==> config.mk <==
export PLATFORM = sky130hd
export DESIGN_NAME = imm_ctrl
export DESIGN_NICKNAME = d
export VERILOG_FILES = /design/src/rtl/core/imm_pkg.sv /design/src/rtl/core/imm_ctrl.sv
export SDC_FILE = /design/constraint.sdc
export NUM_CORES = 1
export LEC_CHECK = 0
export BUFFER_PORTS_ARGS = -buffer_cell sky130_fd_sc_hd__buf_2
export CELL_PAD_IN_SITES_DETAIL_PLACEMENT = 0
export CELL_PAD_IN_SITES_GLOBAL_PLACEMENT = 1
export CORE_AREA = 2 2 39 41
export DETAILED_ROUTE_END_ITERATION = 8
export DIE_AREA = 0 0 41 43
export MAX_ROUTING_LAYER = met4
export PLACE_DENSITY_LB_ADDON = 0.3
export SETUP_SLACK_MARGIN = 0.5
export SLEW_MARGIN = 20
export SYNTH_ARGS = -nofsm -noshare
export SYNTH_HDL_FRONTEND = slang
export SYNTH_SLANG_ARGS = --single-unit
==> constraint.sdc <==
create_clock -name clk -period 4.1 [get_ports clk]
set_input_delay 0.615 -clock clk [delete_from_list [all_inputs] [get_ports clk]]
set_output_delay 0.615 -clock clk [all_outputs]
set_load 0.01 [all_outputs]
==> src/rtl/core/imm_pkg.sv <==
// Shared types, constants and helpers for the integer matrix multiplier.
`default_nettype none
package imm_pkg;

  localparam int MAX_DIM = 64;
  localparam int DIM_W = 6;
  localparam int ADDR_W = 2 * DIM_W;
  localparam int DEPTH = MAX_DIM * MAX_DIM;
  localparam int CFG_W = 7;
  localparam int WORD_W = 32;
  localparam int IN_DATA_W = 48;
  localparam int OUT_DATA_W = 48;

  typedef enum logic [1:0] {
    MODE_WR_A = 2'd0,
    MODE_WR_B = 2'd1,
    MODE_RD_C = 2'd2,
    MODE_NOP  = 2'd3
  } mode_t;

  typedef enum logic [1:0] {
    REG_ROWS_A    = 2'd0,
    REG_INNER_DIM = 2'd1,
    REG_COLS_B    = 2'd2,
    REG_NONE      = 2'd3
  } reg_idx_t;

  typedef enum logic [1:0] {
    ST_IDLE,
    ST_RUN,
    ST_DRAIN,
    ST_DONE
  } state_t;

  typedef struct packed {
    logic wr_a;
    logic wr_b;
    logic start;
    logic issue;
    logic load_out;
  } dp_cmd_t;

  typedef struct packed {
    logic in_range;
    logic k_last;
    logic pipe_empty;
  } dp_stat_t;

  function automatic logic [CFG_W-1:0] clamp_dim(input logic [CFG_W-1:0] v);
    logic [CFG_W-1:0] res;
    res = v;
    if (v == '0) begin
      res = CFG_W'(1);
    end else if (v > CFG_W'(MAX_DIM)) begin
      res = CFG_W'(MAX_DIM);
    end
    return res;
  endfunction

endpackage
`default_nettype wire

==> src/rtl/core/imm_ctrl.sv <==
// Controller state machine that sequences element writes and dot-product reads.
`default_nettype none
module imm_ctrl
  import imm_pkg::*;
(
  input  wire logic  clk,
  input  wire logic  rst_n,
  input  wire logic  in_tvalid,
  input  wire mode_t in_mode,
  output logic       in_tready,
  output logic       out_tvalid,
  input  wire logic  out_tready,
  input  wire dp_stat_t stat,
  output dp_cmd_t    cmd
);

  state_t state_r;
  state_t state_nxt;
  logic   out_valid_r;
  logic   out_valid_nxt;
  logic   accept;
  logic   out_free;

  assign accept   = in_tvalid && (state_r == ST_IDLE);
  assign out_free = !out_valid_r || out_tready;

  always_comb begin
    state_nxt = state_r;
    case (state_r)
      ST_IDLE: begin
        if (accept && (in_mode == MODE_RD_C)) begin
          state_nxt = stat.in_range ? ST_RUN : ST_DONE;
        end
      end
      ST_RUN: begin
        if (stat.k_last) begin
          state_nxt = ST_DRAIN;
        end
      end
      ST_DRAIN: begin
        if (stat.pipe_empty) begin
          state_nxt = ST_DONE;
        end
      end
      ST_DONE: begin
        if (out_free) begin
          state_nxt = ST_IDLE;
        end
      end
      default: state_nxt = ST_IDLE;
    endcase
  end

  always_comb begin
    cmd       = '0;
    in_tready = 1'b0;
    case (state_r)
      ST_IDLE: begin
        in_tready = 1'b1;
        cmd.wr_a  = accept && (in_mode == MODE_WR_A);
        cmd.wr_b  = accept && (in_mode == MODE_WR_B);
        cmd.start = accept && (in_mode == MODE_RD_C);
      end
      ST_RUN: begin
        cmd.issue = 1'b1;
      end
      ST_DONE: begin
        cmd.load_out = out_free;
      end
      default: ;
    endcase
  end

  always_comb begin
    out_valid_nxt = out_valid_r;
    if (cmd.load_out) begin
      out_valid_nxt = 1'b1;
    end else if (out_tready) begin
      out_valid_nxt = 1'b0;
    end
  end

  always_ff @(posedge clk) begin
    if (!rst_n) begin
      state_r     <= ST_IDLE;
      out_valid_r <= 1'b0;
    end else begin
      state_r     <= state_nxt;
      out_valid_r <= out_valid_nxt;
    end
  end

  assign out_tvalid = out_valid_r;

endmodule
`default_nettype wire

Word level (Yosys, flattened, before mapping):

Index checks and enable logic that the tools add are counted.

* reductions and logical operators: 10
* equality and inequality tests: 9
* muxes and demuxes: 12

Operators with widths (count)
* $mux W2: 5
* $pmux W2 S4: 1
* $eq A2 B2 Y1 const B: 3
* $ne A2 B2 Y1 const B: 3
* $mux W1: 5
* $eq A2 B1 Y1 const B: 2
* $logic_and A1 B1 Y1: 4
* $logic_not A2 Y1: 2
* $reduce_and A4 Y1: 1
* $mux W3: 1
* $ne A2 B1 Y1 const B: 1
* $reduce_bool A2 Y1: 1
* $logic_not A1 Y1: 1
* $logic_or A1 B1 Y1: 1

* word-level logic and storage cells: 33
* input bits: 9
* output and inout port bits: 7
* register bits after elaboration: 3

Logic depth before layout (Yosys ltp):

Gate-level depths: netlist of the first run.

* word-level depth: 5
* gate-level depth with buffers: 5
* gate-level depth less buffers: 5

Worst setup path before layout of the first run:

No wires, ideal clock.

* kind: reg2out
* from: reg state_r[0]
* to: out cmd[2] in the netlist's numbering
* setup slack: 2.314 ns
* data required time: 3.485 ns
* stages on the path, launching flop included: 5
* buffers on the path: 0
* arrival: 1.171 ns
* cell sequence: dfxtp_1 inv_1 ha_1 nand2_1 nor3b_1

RTL lines
* start: declaration: RTL line imm_ctrl.sv:17 `state_t state_r;`
* start signal: assignment: RTL line imm_ctrl.sv:88 `state_r <= state_nxt;`
* end: declaration: RTL line imm_ctrl.sv:14 `output dp_cmd_t cmd`

==> results.sh, run 1 <==
export IMPL_numCtsBuffers=3
export IMPL_fin_skew_ps=1.82
export IMPL_synthToLayoutAreaGrowth_pct=39.1
export IMPL_antenna_found_initial=0
export IMPL_syn_inst=29
export IMPL_grt_max_degree=7
export IMPL_syn_num_nets=42
export IMPL_ys_ff_latch=3
export IMPL_p_clk_share_pct=22.1
export IMPL_ctsHoldBuffers=0
export IMPL_slew_headroom_pct=80.2
export IMPL_post_route_util_pct=29.3
export IMPL_cp_num_buf_inv=2
export IMPL_peakVddDrop_mv=0.235
export IMPL_wl_per_cell_um=8.84
export IMPL_drtIter0Drc=0
export IMPL_gr_total_overflow=0
export IMPL_cp_data_arrival_time_ps=1440
export IMPL_vias=269
export IMPL_synthTopCellsByArea="dfxtp_1 (21%), ha_1 (17%), nor2b_1 (11%), a2111oi_4 (9.4%), nand3b_4 (6.9%)"
export IMPL_rsz0062_at_grt="no"
export IMPL_fin_crit_sh_pct=50.0
export IMPL_path_clk_slew_ps=40
export IMPL_viasPerCell=4.27
export IMPL_fin_setup_tns_ps=0
export IMPL_critPathKind="reg2out"
export IMPL_switchingPower_uw=91.1
export IMPL_setup_violations=0
export IMPL_instances_no_fill=63
export IMPL_die_width_um=41
export IMPL_clk_latency_ps=230
export IMPL_pwr_share_comb_pct=57.1
export IMPL_drc_errors=0
export IMPL_cts_sinks=3
export IMPL_synth_distinct_cells=16
export IMPL_io_pins=16
export IMPL_power_leakage_nw=0.203
export IMPL_hold_violations=0
export IMPL_crit_family="flip-flops"
export IMPL_synth_area_leader_cell="dfxtp_1"
export IMPL_post_dp_hpwl_um=477
export IMPL_p_int_uw=147
export IMPL_synth_top_area_share_pct=20.6
export IMPL_start_util_pct=21.1
export IMPL_sequentialPowerShare_pct=20.8
export IMPL_grtUsageTotal_pct=7.50
export IMPL_grt_pass1_wl_um=841
export IMPL_clockBufferDepth=2
export IMPL_gp_congestion=0.625
export IMPL_seq_area_frac_synth_pct=20.6
export IMPL_crit_fanout=6
export IMPL_power_density_nw_per_um2=587
export IMPL_slew_violations=0
export IMPL_drt_total_wl_um=557
export IMPL_die_h_um=43
export IMPL_critical_path_slowest_cell="dfxtp_1"
export IMPL_swShare_pct=38.3
export IMPL_dieArea_um2=1760
export IMPL_antenna_cells=0
export IMPL_crit_required_ps=3480
export IMPL_nNetsFinal=61
export IMPL_num_rows=14
export IMPL_cts_setup_buffers=0
export IMPL_drt_antenna_violating_nets=0
export IMPL_max_freq_ghz=0.488
export IMPL_crit_path_start_kind="register"
export IMPL_io_buffers=15
export IMPL_core_um2=1380
export IMPL_first_pass_iters=1
export IMPL_cts_tree="yes"
export IMPL_synth_warnings=0
export IMPL_cp_cell_sequence="inv_1 -> ha_1 -> nand2_1 -> nor3b_1 -> buf_2"
export IMPL_slowest_delay_ps=330
export IMPL_status="finished clean"
export IMPL_nFillCells=151
export IMPL_grt_pass1_vias=217
export IMPL_maxCapViolCount=0
export IMPL_syn_mean_instance_area_um2=10.1
export IMPL_drive_gt1_share_pct=44.7
export IMPL_cts_root_buf="clkbuf_4"
export IMPL_netlist_area_um2=292
export IMPL_hp_class="reg2reg"
export IMPL_cts_repair_resized=0
export IMPL_dp_cells=59
export IMPL_worst_pin_slew_ps=298
export IMPL_min_period_ps=2050
export IMPL_ctsHtreeMaxLevel=1
export IMPL_endpoint_kind="output pin"
## cell families (layout without fill, tap and decap cells)
group	count (synthesis)	after routing	synth area share, %
compound gates	5	5	20.2
buf+inv	3	21	5.15
flops	3	3	20.6
simple gates	13	13	33.5
fa+ha+maj	4	4	17.2
mux	1	1	3.43
## worst reg2reg max path, delay by kind of cell, from the launching register on
kind | cells | cell delay (ps)
compound gates | 1 | 350
fa+ha+maj | 1 | 210
buf+inv | 1 | 80
flops | 1 | 370
mux | 1 | 220
simple gates | 1 | 170
## metrics by stage
stage	hold slack, ps	cell area, um^2	setup WS (ps)	power, mW
final	497	405	2050	0.238
after floorplan	468	292	2310	0.154
after global routing	526	405	1910	0.265
after CTS	504	405	2030	0.244
after global placement	502	379	2280	0.189
after detailed placement	499	379	2300	0.189
## synthesized netlist by cell type, drive strengths merged
| cell | count |
|---|---|
| nand3b | 1 |
| and2b | 1 |
| nor3 | 1 |
| o21a | 2 |
| dfxtp | 3 |
| nand2 | 2 |
| ha | 4 |
| nor3b | 2 |
| and3b | 1 |
| o21ai | 1 |
| inv | 2 |
| a2111oi | 1 |
| buf | 1 |
| nor2b | 5 |
| o41a | 1 |
| mux2i | 1 |
## flip-flops by register name, indices dropped and copies added (netlist names)
signal,cells
out_tvalid,1
state_r,2
## cell usage in the layout, fill, tap and decap left out, drive strengths merged
cell / synthesis / routed
ha: 4 / 4
nand3b: 1 / 1
nand2: 2 / 2
o21a: 2 / 2
and3b: 1 / 1
nor2b: 5 / 5
dfxtp: 3 / 3
o41a: 1 / 1
and2b: 1 / 1
nor3: 1 / 1
mux2i: 1 / 1
nor3b: 2 / 2
o21ai: 1 / 1
a2111oi: 1 / 1
clkbuf: 0 / 4
buf: 1 / 15
inv: 2 / 2
## worst paths after layout
kind               from         end  slack [ps]  cells after the start
max          state_r[0]      cmd[2]        2050                      5
min          state_r[1]  state_r[1]         500                      2
min reg2reg  state_r[1]  state_r[1]         500                      2
max reg2reg  state_r[0]  state_r[1]        2620                      5
## power groups by stage
stage	Clock (mW)	Sequential (mW)	Combinational (mW)
global placement	0	0.0507	0.138
finish	0.0525	0.0495	0.136
CTS	0.0554	0.0498	0.139
floorplan	0	0.0483	0.106
detailed placement	0	0.0503	0.138
global route	0.0583	0.0510	0.156
## routing by layer
| metal | up-vias | global-route usage, % | routed length (um) |
|---|---|---|---|
| met3 | 2 | 1.57 | 49 |
| met5 | - | - | 0 |
| met4 | 0 | 8.00 | 15 |
| li1 | 140 | - | - |
| met2 | 12 | 9.69 | 267 |
| met1 | 115 | 8.65 | 224 |
## cell type report
cell class / instances / area [um^2] / area share [%]
multi-input combinational: 23 / 216 / 53.4
timing repair buffer: 15 / 75.1 / 18.5
sequential: 3 / 60.1 / 14.8
clock buffer: 4 / 26.3 / 6.48
tap: 16 / 20.0 / 4.94
inverter: 2 / 7.51 / 1.85
(Power assumes the default switching activity.)
==> inputs of run 2 (changes only) <==
Clock period 4.1 ns to 1.9 ns, I/O delays scaled along.
==> run 2 against run 1 <==
  * Die area did not move
  * Sequential power up 130%
  * Routed wire length is 20% higher
==> results.sh, run 2 (synthesized netlist as in run 1, its figures left out) <==
export IMPL_status="finished clean"
export IMPL_grt_pass1_vias=299
export IMPL_antenna_cells=0
export IMPL_final_common_cell="buf_2"
export IMPL_crit_path_start_kind="register"
export IMPL_slew_headroom_pct=79.7
export IMPL_min_period_ps=1410
export IMPL_vias=279
export IMPL_maxCapViolCount=0
export IMPL_post_dp_hpwl_um=503
export IMPL_nNetsFinal=63
export IMPL_slew_violations=0
export IMPL_fin_skew_ps=0.515
export IMPL_gp_congestion=0.654
export IMPL_setup_violations=0
export IMPL_start_util_pct=21.1
export IMPL_fin_crit_sh_pct=74.3
export IMPL_io_buffers=15
export IMPL_max_flop_register="state_r"
export IMPL_core_um2=1380
export IMPL_worstHoldPathCells=2
export IMPL_crit_fanout=4
export IMPL_viasPerCell=4.29
export IMPL_antenna_found_initial=0
export IMPL_r2r_start="state_r[0]"
export IMPL_cp_data_arrival_time_ps=1560
export IMPL_fin_setup_tns_ps=0
export IMPL_layout_common_cells="buf_2 (15), nor2b_1 (5), clkbuf_4 (3)"
export IMPL_dieArea_um2=1760
export IMPL_drive_gt1_share_pct=67.3
export IMPL_first_pass_iters=1
export IMPL_power_density_nw_per_um2=1330
export IMPL_cts_tree="yes"
export IMPL_rr_worst_depth=4
export IMPL_hold_violations=0
export IMPL_die_width_um=41
export IMPL_ctsHoldBuffers=0
export IMPL_drc_errors=0
export IMPL_gr_total_overflow=0
export IMPL_numCtsBuffers=3
export IMPL_num_rows=14
export IMPL_rr_endpoint="state_r[1]"
export IMPL_clockBufferDepth=2
export IMPL_drt_total_wl_um=669
export IMPL_peakVddDrop_mv=0.468
export IMPL_die_h_um=43
export IMPL_worst_pin_slew_ps=305
export IMPL_grt_max_degree=6
export IMPL_grtUsageTotal_pct=9.15
export IMPL_ctsHtreeMaxLevel=1
export IMPL_min_delay_start="rst_n"
export IMPL_hold_end="out_tvalid"
export IMPL_synthToLayoutAreaGrowth_pct=56.7
export IMPL_wl_per_cell_um=10.3
export IMPL_drt_antenna_violating_nets=0
export IMPL_largest_register_ffs=2
export IMPL_path_clk_slew_ps=40
export IMPL_cts_root_buf="clkbuf_4"
export IMPL_post_route_util_pct=33.0
export IMPL_max_freq_ghz=0.708
export IMPL_crit_required_ps=2050
export IMPL_nFillCells=162
export IMPL_drtIter0Drc=0
export IMPL_hp_class="in2reg"
export IMPL_endpoint_kind="register"
export IMPL_clk_latency_ps=230
export IMPL_io_pins=16
export IMPL_grt_pass1_wl_um=1070
export IMPL_reg2reg_setup_slack_ps=490
export IMPL_rsz0062_at_grt="yes"
export IMPL_power_leakage_nw=0.218
export IMPL_cts_sinks=3
export IMPL_critPathKind="reg2reg"
## run 2: area by class of cell
type	instances	area, um^2	area share [%]
clock buffers	4	26.3	5.75
flip-flops and latches	3	62.6	13.7
repair buffers	17	90.1	19.7
well taps	16	20.0	4.38
inverters	2	7.51	1.64
multi-input cells	23	250	54.8
## run 2: worst max path at each step
stage,from,end
CTS,state_r[0],cmd[3]
global route,state_r[1],cmd[2]
finish,state_r[0],state_r[1]
detailed placement,state_r[0],state_r[1]
floorplan,state_r[0],cmd[2]
global placement,state_r[0],state_r[1]
## run 2: metal layers
metal	vias up	global-route usage [%]	wire [um]
met5	-	-	0
met4	0	6.00	0
met3	0	1.57	40
met2	10	15.9	374
met1	127	8.33	254
li1	142	-	-
## run 2: stage by stage
| stage | worst slack (ps) | instance area (um^2) | hold slack, ps | instances | total power, mW |
|---|---|---|---|---|---|
| after floorplan | 444 | 292 | 403 | 29 | 0.332 |
| after global placement | 397 | 379 | 506 | 59 | 0.410 |
| after detailed placement | 395 | 379 | 508 | 59 | 0.409 |
| after CTS | 468 | 457 | 308 | 65 | 0.622 |
| after global routing | 406 | 457 | 330 | 65 | 0.666 |
| final | 488 | 457 | 328 | 65 | 0.606 |
## run 2: report_power, final
group	leakage, nW	switching, mW	total (mW)	internal [mW]
Combinational	0.177	0.175	0.382	0.207
Sequential	0.0253	0.0241	0.114	0.0902
Clock	0.0150	0.0309	0.110	0.0786
## run 2: timing repair
action,CTS,global route
pin swaps,5,1
setup buffers,2,0
endpoints found under the setup margin,6,6
gates resized for setup,12,0
## run 2: worst max-delay path, cell delays in order (launching register included)
cell       delay, ps
dfxtp_2          330
ha_2             190
and3b_2          230
a2111oi_4        360
mux2i_1          220
